--- config.mk ---
export PLATFORM = sky130hd
export DESIGN_NAME = ssc_update
export DESIGN_NICKNAME = d
export VERILOG_FILES = /design/src/hw/rtl/ssc_pkg.sv /design/src/hw/rtl/ssc_update.sv
export SDC_FILE = /design/constraint.sdc
export NUM_CORES = 1
export LEC_CHECK = 0
export BUFFER_PORTS_ARGS = -buffer_cell sky130_fd_sc_hd__buf_4
export CAP_MARGIN = 20
export CORE_ASPECT_RATIO = 1.2
export CORE_UTILIZATION = 56
export DETAILED_ROUTE_END_ITERATION = 10
export PLACE_DENSITY = 0.87
export SLEW_MARGIN = 0
export SYNTH_ARGS = -nofsm -noshare
export SYNTH_HDL_FRONTEND = slang
export SYNTH_SLANG_ARGS = --single-unit
--- constraint.sdc ---
create_clock -name vclk -period 6.4
set_clock_uncertainty 0.1 [all_clocks]
set_input_delay 1.28 -clock vclk [all_inputs]
set_output_delay 1.28 -clock vclk [all_outputs]
set_load 0.02 [all_outputs]
--- src/hw/rtl/ssc_pkg.sv ---
// Shared types, constants and the history counter update for the sample stability classifier.
package ssc_pkg;

   localparam int LINE_WIDTH      = 4;
   localparam int SLOT_WIDTH      = 13;
   localparam int BYTE_WIDTH      = 8;
   localparam int COLOR_WIDTH     = 6;
   localparam int TOTAL_WIDTH     = 24;
   localparam int LEVEL_WIDTH     = 8;
   localparam int HIST_WIDTH      = 2 * LEVEL_WIDTH;
   localparam int MASK_WIDTH      = 2;
   localparam int CSR_ADDR_WIDTH  = 3;
   localparam int CSR_DATA_WIDTH  = 32;
   localparam int CSR_INDEX_WIDTH = CSR_ADDR_WIDTH - 2;

   localparam logic [CSR_INDEX_WIDTH-1:0] REG_POLARITY = 1'b0;

   localparam logic [LEVEL_WIDTH-1:0] MID_LEVEL  = 8'h80;
   localparam logic [LEVEL_WIDTH-1:0] FULL_LEVEL = 8'hff;

   localparam logic [COLOR_WIDTH-1:0] COL_NONE    = 6'b000000;
   localparam logic [COLOR_WIDTH-1:0] COL_FRAME   = 6'b000001;
   localparam logic [COLOR_WIDTH-1:0] COL_ERROR   = 6'b110000;
   localparam logic [COLOR_WIDTH-1:0] COL_FLICKER = 6'b111010;
   localparam logic [COLOR_WIDTH-1:0] COL_STABLE  = 6'b001000;
   localparam logic [COLOR_WIDTH-1:0] COL_HIT     = 6'b001100;

   // Outcome of classifying one sample: color and the per-frame count increments.
   typedef struct packed {
      logic [COLOR_WIDTH-1:0] color;
      logic [1:0]             hits;
      logic [1:0]             flickers;
   } ssc_class_type;

   // An on channel climbs toward full and never sits below the middle level;
   // an off channel decays toward zero and never sits above it.
   function automatic logic [LEVEL_WIDTH-1:0] track_level(input logic [LEVEL_WIDTH-1:0] g,
                                                          input logic on);
      logic [LEVEL_WIDTH-1:0] r;
      r = g;
      if (on) begin
         if (r != FULL_LEVEL) r = r + 1'b1;
         if (r < MID_LEVEL) r = MID_LEVEL;
      end else begin
         if (r != '0) r = r - 1'b1;
         if (r > MID_LEVEL) r = MID_LEVEL;
      end
      return r;
   endfunction

endpackage

--- src/hw/rtl/ssc_update.sv ---
// Updates both channel counters of one slot and classifies the sample.
module ssc_update (
   input  logic [ssc_pkg::HIST_WIDTH-1:0]  hist_old,
   input  logic [ssc_pkg::MASK_WIDTH-1:0]  bits,
   input  logic                            pixel_point,
   output logic [ssc_pkg::HIST_WIDTH-1:0]  hist_new,
   output ssc_pkg::ssc_class_type          result
);
   import ssc_pkg::*;

   logic [LEVEL_WIDTH-1:0] g1, g2;

   assign g1       = track_level(hist_old[LEVEL_WIDTH-1:0], bits[0]);
   assign g2       = track_level(hist_old[HIST_WIDTH-1:LEVEL_WIDTH], bits[1]);
   assign hist_new = {g2, g1};

   // Channel 1 is judged first; channel 2 overrides the color when it is not off.
   always_comb begin
      result.color    = pixel_point ? COL_FRAME : COL_NONE;
      result.hits     = '0;
      result.flickers = '0;
      if (g1 == FULL_LEVEL) begin
         result.color = pixel_point ? COL_HIT : COL_STABLE;
         result.hits  = result.hits + 2'(pixel_point);
      end else if (g1 != '0) begin
         result.color    = pixel_point ? COL_ERROR : COL_FLICKER;
         result.flickers = result.flickers + 2'(pixel_point);
      end
      if (g2 == FULL_LEVEL) begin
         result.color = pixel_point ? COL_HIT : COL_STABLE;
         result.hits  = result.hits + 2'(pixel_point);
      end else if (g2 != '0) begin
         result.color    = pixel_point ? COL_ERROR : COL_FLICKER;
         result.flickers = result.flickers + 2'(pixel_point);
      end
   end

endmodule

# Word level (Yosys, flattened, before mapping)
# Index checks and enable logic that the tools add are counted.
# word_totals
output_inout_bits	26
wordCells	45
register_bits	0
in_bits	19
# classes
muxes	27
n_reduce_logical	4
eq_ne	4
magnitude_cmp	4
n_addsub	6
# ops
cell	count
$mux W8	14
$reduce_bool A8 Y1	4
$mux W6	4
$add A8 B1 Y8 const B	2
$eq A8 B8 Y1 const B	2
$gt A8 B8 Y1 const B	2
$lt A8 B8 Y1 const B	2
$ne A8 B8 Y1 const B	2
$sub A8 B1 Y8 const B	2
$mux W2	3
$add A2 B1 Y2	2
$mux W1	4
$mux W4	1
$mux W3	1

# Depth between registers and ports, before layout
# Gate-level depths: netlist of run 1.
# depth
word_depth	12
mapped_depth	14

# Least setup slack after synthesis of run 1
# OpenSTA, ideal clock, no wires.
# synth_path
kind	input to output
startpoint	input hist_old[0] (netlist name)
endpoint	output result[0] (netlist name)
setup_slack_ns	0.995
stages	12
n_path_buf	1
arrival_time_ns	4.025
required_ns	5.020
path_cell_list	buf_2 -> inv_1 -> ha_1 -> nor2b_1 -> and2_1 -> a21oi_1 -> a311o_2 -> or4b_4 -> nor4_4 -> nor3_2 -> ha_1 -> mux2_4
# synth_rtl
element	line	rtl
from (decl)	ssc_update.sv:3	input logic [ssc_pkg::HIST_WIDTH-1:0] hist_old,
to (decl)	ssc_update.sv:7	output ssc_pkg::ssc_class_type result

==> results of run 1 <==
==> worst max-delay path, delay by kind of cell <==
family                   cells  cell delay [ns]
multiplexers                 2             0.67
adder cells (fa/ha/maj)      1             0.29
buffers and inverters        2             0.31
AND/OR/NAND/NOR              5             1.59
AO/OA/AOI/OAI                1             0.27
==> cell families after synthesis <==
kind of cell / after synthesis / share of synthesized area
compound gates: 60 / 0.293
fa+ha+maj: 7 / 0.0578
mux: 7 / 0.0537
xor+xnor: 9 / 0.0521
simple gates: 107 / 0.421
buf+inv: 36 / 0.122
==> layer usage <==
metal	wire length [microns]	part of all wire
met5	0	0
met4	264	0.058
met3	261	0.058
met2	2290	0.51
met1	1720	0.38
==> stage by stage <==
step | power [mW] | utilization | instance area, sq um | hold slack [ns] | std cells
global placement | 0.111 | 0.697 | 1780 | 2.82 | 287
detailed placement | 0.112 | 0.697 | 1780 | 2.83 | 287
finish | 0.114 | 0.697 | 1780 | 2.83 | 287
floorplan | 0.0769 | - | 1510 | 2.64 | 226
CTS | 0.113 | 0.697 | 1780 | 2.83 | 287
global route | 0.124 | 0.697 | 1780 | 2.85 | 287
==> where the power goes <==
group / switching, mW / internal [mW] / total, mW
combinational: 0.0686 / 0.0458 / 0.114
sequential: 0 / 0 / 0
clock: 0 / 0 / 0
==> final timing paths <==
| path | endpoint | startpoint | depth (start not counted) | slack, ns |
|---|---|---|---|---|
| setup / recovery | result[0] | hist_old[4] | 11 | 0.62 |
| hold / removal | result[7] | pixel_point | 4 | 2.83 |
==> placed cells by master, fill, tap and decap left out, types with 3 or more instances in the layout <==
cell type  count
a21o_1         3
a21oi_1        9
a31oi_1        5
a32o_1         3
a32oi_1        3
and2_1         3
and3_1         7
buf_4         45
ha_1           7
inv_1         19
mux2i_1        3
nand2_1       19
nand2b_1       3
nand3_1       13
nand4_1        4
nor2_1        19
nor2b_1        3
nor3_1         7
o21ai_0       12
o22ai_1        3
or2_2          5
xnor2_1        5
xor2_1         4
==> final cells by class <==
type,count,area [sq um]
Fill cell,237,773
Inverter,19,71.3
Multi-Input combinational cell,190,1330
Tap cell,33,41.3
Timing Repair Buffer,45,338
==> results.ini, run 1 <==
[outcome]
outcome = finished clean

[finish]
seq_cells = 0
n_clock_buffer = 0
drive_gt1_frac = 0.268
antennaDiodeCount = 0
ff_latch_area_sq_um = 0
nets = 282
area_growth_pct = 17.5

[clocking]
cts_hold_buf = 0
ctsResizeCount = 0
post-cts-setup-buffers = 0

[sta]
setup_viol = 0
min_period_ns = 5.78
max_freq_mhz = 173
setup_total_negative_slack_ns = 0
maxSlewHeadroom = 0.640
worstMarginPinSlew_ns = 0.535
layout_setup_ws_ns = 0.619
grt_setup_unrepaired = false
finalHoldViolCount = 0
maxSlewViolCount = 0
period_share = 0.903

[power]
power_density_nw_per_um2 = 64.3
vdd_drop_max_v = 0.0000455
leakage_nw = 0.780

[setup_path]
required_ns = 5.02
slowest_stage = nor4_2
worstPathArrival_ns = 4.40
crit_path_frequent_cell = buf_4
cp_max_fo = 12
path_cells = buf_4, nor4_2, and3_1, mux2i_2, a311o_2, or4b_4, nor4_4, nor3_2, ha_1, mux2_4, buf_4
end_kind = output port
slowest_delay_ns = 0.48
path_class = input port to output port
critPathLaunchType = input port

[floorplan]
dieArea_sq_um = 2920
fp-row-count = 20
ios = 45
die_width_microns = 49.5
initial_core_util = 0.593
core_sq_um = 2550
die_h_microns = 59.0

[logic_synthesis]
syn-mean-instance-area_sq_um = 6.70
synthTopCellsByArea = ha_1 5.8%, inv_1 4.7%, nand2_1 4.7%
synth_cell_types = 65
ys.warnings.count = 0
yosysSeqAreaShare = 0
syn_inst = 226
syn_area_sq_um = 1510
synth_top_area_frac = 0.0579
synth_top_area_cell = ha_1
synth_common_cells = 19 x inv_1, 19 x nand2_1, 19 x nor2_1
syn-num-nets = 252

[global_routing]
grt_pass1_wl_microns = 7510
grt_max_degree = 13
grt_overflow = 0
use_met1 = 0.361
grt_pass1_vias = 1671
use_met2 = 0.614
top_usage_layer = met2
grt_antenna_before_repair = 0
grt.total_usage = 0.320
gr-usage-met3 = 0.0103

[drt]
drt.antenna.violating_nets = 0
wire_per_inst_microns = 15.8
drc = 0
dr_total_vias = 1903
wl_microns = 4540
drtIter0Drc = 82
viasPerCell = 6.63
dr.pass1.iters = 6

[placed_design]
place_ws_ns = 0.661
dpl.hpwl_microns = 3590
gp_congestion = 0.981
io_buffers = 45

[run]
cap_viol_max_count = 0

[min_path]
hp-class = input port to output port

Note: power is estimated with default switching activity, not from simulation.
==> run 2, diff against run 1 <==
--- a/config.mk
+++ b/config.mk
@@ -5,12 +5,13 @@
 export SDC_FILE = /design/constraint.sdc
 export NUM_CORES = 1
 export LEC_CHECK = 0
-export BUFFER_PORTS_ARGS = -buffer_cell sky130_fd_sc_hd__buf_4
 export CAP_MARGIN = 20
 export CORE_ASPECT_RATIO = 1.2
-export CORE_UTILIZATION = 56
+export CORE_UTILIZATION = 65
 export DETAILED_ROUTE_END_ITERATION = 10
-export PLACE_DENSITY = 0.87
+export DONT_BUFFER_PORTS = 1
+export PLACE_DENSITY = 0.82
+export REMOVE_ABC_BUFFERS = 1
 export SLEW_MARGIN = 0
 export SYNTH_ARGS = -nofsm -noshare
 export SYNTH_HDL_FRONTEND = slang
==> run 2 against run 1 <==
  * Cell count decreased by 16%
  * Hold slack got worse by 0.18 ns
  * Total power decreased by 32%
  * Setup slack improved by 0.24 ns
  * Combinational power decreased by 32%
  * Via count decreased by 11%
  * Cell area decreased by 19%
  * Die area decreased by 13%
  * Sequential share of layout area unchanged
  * Utilization decreased by 1.4 points
  * Non-clock buffer count decreased by 44
  * Critical path type unchanged
  * Critical endpoint unchanged
  * Largest power group unchanged
==> results.ini, run 2 (same netlist as run 1, synthesis figures left out) <==
[min_path]
hold_path_depth = 2  ; -2
min_to = result[7]
worstHoldStart = pixel_point
hp-class = input port to output port

[global_routing]
grt.total_usage = 0.332  ; +0.0121
grt_pass1_wl_microns = 6340  ; -16%
grt_max_degree = 13  ; unchanged
grt_antenna_before_repair = 0  ; unchanged
grt_pass1_vias = 1494  ; -11%
grt_overflow = 0  ; unchanged

[sta]
maxSlewHeadroom = 0.390  ; -0.250
worstMarginPinSlew_ns = 0.912  ; +0.377 ns
period_share = 0.865  ; -0.0379
min_period_ns = 5.54  ; -0.243 ns
grt_setup_unrepaired = false
max_freq_mhz = 181  ; +4.4%
finalHoldViolCount = 0  ; unchanged
maxSlewViolCount = 0  ; unchanged
setup_total_negative_slack_ns = 0  ; unchanged
setup_viol = 0  ; unchanged

[setup_path]
required_ns = 5.02  ; about the same
path_delay_family = simple AND/OR/NAND/NOR gates
critPathLaunchType = input port
cp_max_fo = 12  ; unchanged
path_cells = nor4_2, and3_1, mux2i_2, a311o_2, or4b_4, nor4_4, nor3_2, ha_1, mux2_4
slowest_stage = or4b_4
setup.worst_path.start = hist_old[4]
worstPathArrival_ns = 4.16  ; -0.24 ns
crit_buf_inv = 0  ; -2
slowest_delay_ns = 0.49  ; about the same
path_class = input port to output port
end_kind = output port

[drt]
wl_microns = 4180  ; -7.8%
drtIter0Drc = 97  ; +18%
viasPerCell = 7.10  ; +7.0%
drt.antenna.violating_nets = 0  ; unchanged
wire_per_inst_microns = 17.4  ; +10%
dr_total_vias = 1703  ; -11%
dr.pass1.iters = 6  ; unchanged
drc = 0  ; unchanged

[finish]
seq_cells = 0  ; unchanged
layout_common_cells = 19 x inv_1, 19 x nand2_1, 19 x nor2_1
layoutNonFillerInstCount = 240  ; -16%
area_growth_pct = -4.55
drive_gt1_frac = 0.114  ; -0.153
n_clock_buffer = 0  ; unchanged
antennaDiodeCount = 0  ; unchanged
nFillCells = 196  ; -17%
final_util = 0.683  ; -0.0144
design_area_sq_um = 1450  ; -19%
ff_latch_area_sq_um = 0  ; unchanged
nets = 238  ; -16%

[placed_design]
io_buffers = 0  ; -100%
dpl.cell_count = 240  ; -16%
dpl.hpwl_microns = 3290  ; -8.5%
place_area_sq_um = 1450  ; -19%
gp_congestion = 0.893  ; -8.9%

[run]
cap_viol_max_count = 0  ; unchanged

[floorplan]
initial_core_util = 0.715  ; +0.122
core_sq_um = 2120  ; -17%
die_width_microns = 46.1  ; -6.9%
die_h_microns = 54.9  ; -6.9%
dieArea_sq_um = 2530  ; -13%
ios = 45  ; unchanged
fp-row-count = 18  ; -10%

[clocking]
post-cts-setup-buffers = 0  ; unchanged
ctsResizeCount = 0  ; unchanged
cts_hold_buf = 0  ; unchanged

[power]
power_density_nw_per_um2 = 53.5  ; -17%
vdd_drop_max_v = 0.0000363  ; -20%
leakage_nw = 0.564  ; -28%

[outcome]
outcome = finished clean

==> run 2: layout make-up <==
type	count	area (sq um)	share of cell area
Inverter	19	71.3	0.0494
Tap cell	30	37.5	0.0260
Multi-Input combinational cell	190	1330	0.919
Timing Repair Buffer	1	7.51	0.00519
==> run 2: worst max-delay path by stage <==
| stage | endpoint | depth (start not counted) | slack (ns) |
|---|---|---|---|
| finish | result[0] | 9 | 0.86 |
| global route | result[0] | 12 | 0.61 |
| CTS | result[0] | 9 | 0.90 |
| detailed placement | result[0] | 9 | 0.89 |
| global placement | result[0] | 9 | 0.93 |
| floorplan | result[0] | 9 | 1.10 |
==> run 2: metrics by stage <==
step / hold WS (ns) / total power [mW] / worst slack (ns)
after floorplan: 2.61 / 0.0637 / 1.10
after global placement: 2.66 / 0.0739 / 0.933
after detailed placement: 2.65 / 0.0757 / 0.894
after CTS: 2.65 / 0.0759 / 0.896
after global routing: 2.66 / 0.0838 / 0.612
final: 2.65 / 0.0773 / 0.861
==> run 2: where the power goes <==
part	switching (mW)	leakage, nW	internal (mW)
Combinational	0.0494	0.564	0.0279
Clock	0	0	0
Sequential	0	0	0
==> run 2: per-layer routing <==
layer	part of all wire	vias to the layer above	GRT usage	wire (microns)
met2	0.52	98	0.624	2160
met4	0.041	0	0.132	173
met1	0.38	779	0.372	1610
li1	-	805	-	-
met3	0.058	21	0.0330	243
met5	0	-	0	0
==> run 3, diff against run 2 <==
--- a/config.mk
+++ b/config.mk
@@ -5,6 +5,7 @@
 export SDC_FILE = /design/constraint.sdc
 export NUM_CORES = 1
 export LEC_CHECK = 0
+export ABC_AREA = 1
 export CAP_MARGIN = 20
 export CORE_ASPECT_RATIO = 1.2
 export CORE_UTILIZATION = 65
==> run 3 against run 2 <==
  * Total power grew 5.8%
  * Non-clock buffer count shrank 1
  * Cell area grew 0.17%
  * Cell count grew 31%
  * Synthesized area shrank 5.9%
  * Flip-flop and latch count is the same
  * Wire length shrank 16%
  * Setup slack gained 0.56 ns
  * Critical endpoint is now result[3]
  * Largest power group unchanged
==> results.ini, run 3 <==
[sta]
min_period_ns = 4.98  ; -0.562 ns
maxSlewHeadroom = 0.538  ; +0.148
setup_total_negative_slack_ns = 0  ; unchanged
finalHoldViolCount = 0  ; unchanged
maxSlewViolCount = 0  ; unchanged
grt_setup_unrepaired = false
setup_viol = 0  ; unchanged
layout_setup_ws_ns = 1.42  ; +0.562 ns
period_share = 0.778  ; -0.0879
max_freq_mhz = 201  ; +11%
worstMarginPinSlew_ns = 0.686  ; -0.226 ns

[finish]
seq_cells = 0  ; unchanged
antennaDiodeCount = 0  ; unchanged
nets = 313  ; +32%
area_growth_pct = 1.58
drive_gt1_frac = 0.119  ; +0.00501
final_common_cell = nand2_1
n_clock_buffer = 0  ; unchanged
ff_latch_area_sq_um = 0  ; unchanged
layout_common_cells = 94 x nand2_1, 39 x inv_1, 37 x nor2_1
nFillCells = 242  ; +23%

[setup_path]
path_class = input port to output port
path_delay_family = simple AND/OR/NAND/NOR gates
slowest_delay_ns = 0.53  ; +0.04 ns
path_cells = inv_1, ha_1, nand3_1, inv_1, nand2_2, nand3_1, nand2_1, o21ai_2, nand3_1, inv_1, nand2_1, nor3_1
critPathLaunchType = input port
slowest_stage = nor3_1
required_ns = 5.02  ; about the same
end_kind = output port
worstPathArrival_ns = 3.60  ; -0.56 ns
cp_max_fo = 6  ; -6
crit_buf_inv = 3  ; +3

[floorplan]
dieArea_sq_um = 2380  ; -5.6%
ios = 45  ; unchanged
die_width_microns = 44.7  ; -2.8%
fp-row-count = 18  ; unchanged
die_h_microns = 53.3  ; -2.9%
core_sq_um = 2070  ; -2.1%
initial_core_util = 0.688  ; -0.0273

[logic_synthesis]
synth_top_area_frac = 0.248  ; +0.190
synth_compound_area_frac = 0.115  ; -0.178
synth-simple-area-share = 0.643  ; +0.222
syn_area_sq_um = 1430  ; -5.9%
synth_top_family_by_area = simple AND/OR/NAND/NOR gates
yosysSeqAreaShare = 0  ; unchanged
syn_inst = 287  ; +27%
synthTopCellsByArea = nand2_1 25%, nand3_1 12%, inv_1 10%
synth_common_cells = 94 x nand2_1, 39 x inv_1, 37 x nor2_1
ys.warnings.count = 0  ; unchanged
synth_cell_types = 27  ; -58%
yosys.area_share.xor_xnor = 0.0492  ; -0.00290
muxShareOfSynthArea = 0  ; -0.0537
synth_most_common_cell = nand2_1
synthAdderAreaFrac = 0.0615  ; +0.00361
synth_top_area_cell = nand2_1
syn-mean-instance-area_sq_um = 4.97  ; -26%

[power]
clkPwrFrac = 0  ; unchanged
seq_power_share = 0  ; unchanged
vdd_drop_max_v = 0.0000399  ; +9.9%
leakage_nw = 0.823  ; +46%
swShare = 0.706  ; +0.0669
power_switching_mw = 0.0577  ; +17%
power.internal_mw = 0.0240  ; -14%
combPwrFrac = 1.000  ; about the same
power_density_nw_per_um2 = 56.5  ; +5.6%

[placed_design]
io_buffers = 0  ; unchanged
place_ws_ns = 1.45  ; +0.555 ns
dpl.hpwl_microns = 3000  ; -8.8%
gp_congestion = 0.897  ; +0.46%

[global_routing]
grt_pass1_vias = 1593  ; +6.6%
grt_pass1_wl_microns = 5800  ; -8.6%
grt_antenna_before_repair = 0  ; unchanged
grt_max_degree = 8  ; -5
grt.total_usage = 0.310  ; -0.0221
grt_overflow = 0  ; unchanged

[clocking]
post-cts-setup-buffers = 0  ; unchanged
cts_hold_buf = 0  ; unchanged
ctsResizeCount = 0  ; unchanged

[drt]
wire_per_inst_microns = 11.1  ; -36%
drc = 0  ; unchanged
dr.pass1.iters = 4  ; -2
viasPerCell = 5.48  ; -23%
drtIter0Drc = 48  ; -51%
wl_microns = 3510  ; -16%
drt.antenna.violating_nets = 0  ; unchanged
dr_total_vias = 1727  ; +1.4%

[min_path]
min_to = result[5]
hold_path_depth = 1  ; -1
worstHoldStart = pixel_point
hp-class = input port to output port

[outcome]
outcome = finished clean

[run]
cap_viol_max_count = 0  ; unchanged

## run 3: per-layer routing
layer | part of all wire | GRT usage | up-vias | routed length, microns
met5 | 0 | 0 | - | 0
met4 | 0.0085 | 0.0556 | 0 | 30
met3 | 0.049 | 0.0171 | 4 | 171
met2 | 0.54 | 0.635 | 54 | 1900
met1 | 0.40 | 0.340 | 764 | 1410
li1 | - | - | 905 | -
## run 3: how the worst max path moves through the flow
stage                           start         to  slack (ns)  depth (start not counted)
after floorplan           hist_old[0]  result[0]        1.71                         18
after global placement    hist_old[8]  result[5]        1.47                         13
after detailed placement  hist_old[8]  result[3]        1.45                         12
after CTS                 hist_old[8]  result[3]        1.45                         12
after global routing      hist_old[0]  result[0]        1.18                         18
final                     hist_old[8]  result[3]        1.42                         12
## run 3: final cells by class
| type | instances | area, sq um | area share |
|---|---|---|---|
| tap | 30 | 37.5 | 0.0259 |
| multi-input combinational | 239 | 1240 | 0.855 |
| inverter | 46 | 173 | 0.119 |
## run 3: stage by stage
stage          cells  instance area [sq um]  hold slack [ns]  total power, mW   util
2_1_floorplan    285                   1410             2.54           0.0695      -
3_3_place_gp     315                   1450             2.54           0.0798  0.699
3_5_place_dp     315                   1450             2.54           0.0812  0.699
4_1_cts          315                   1450             2.54           0.0813  0.699
5_1_grt          315                   1450             2.55           0.0930  0.699
6_report         315                   1450             2.54           0.0818  0.699
## run 3: cells by family after synthesis
family / Yosys count
AO/OA/AOI/OAI: 24
XOR/XNOR: 8
adder cells (fa/ha/maj): 7
buffers and inverters: 48
AND/OR/NAND/NOR: 200
## run 3: power groups by stage
stage               sequential [mW]  combinational [mW]  clock [mW]
global placement                  0              0.0798           0
global route                      0              0.0930           0
CTS                               0              0.0813           0
floorplan                         0              0.0695           0
finish                            0              0.0818           0
detailed placement                0              0.0812           0
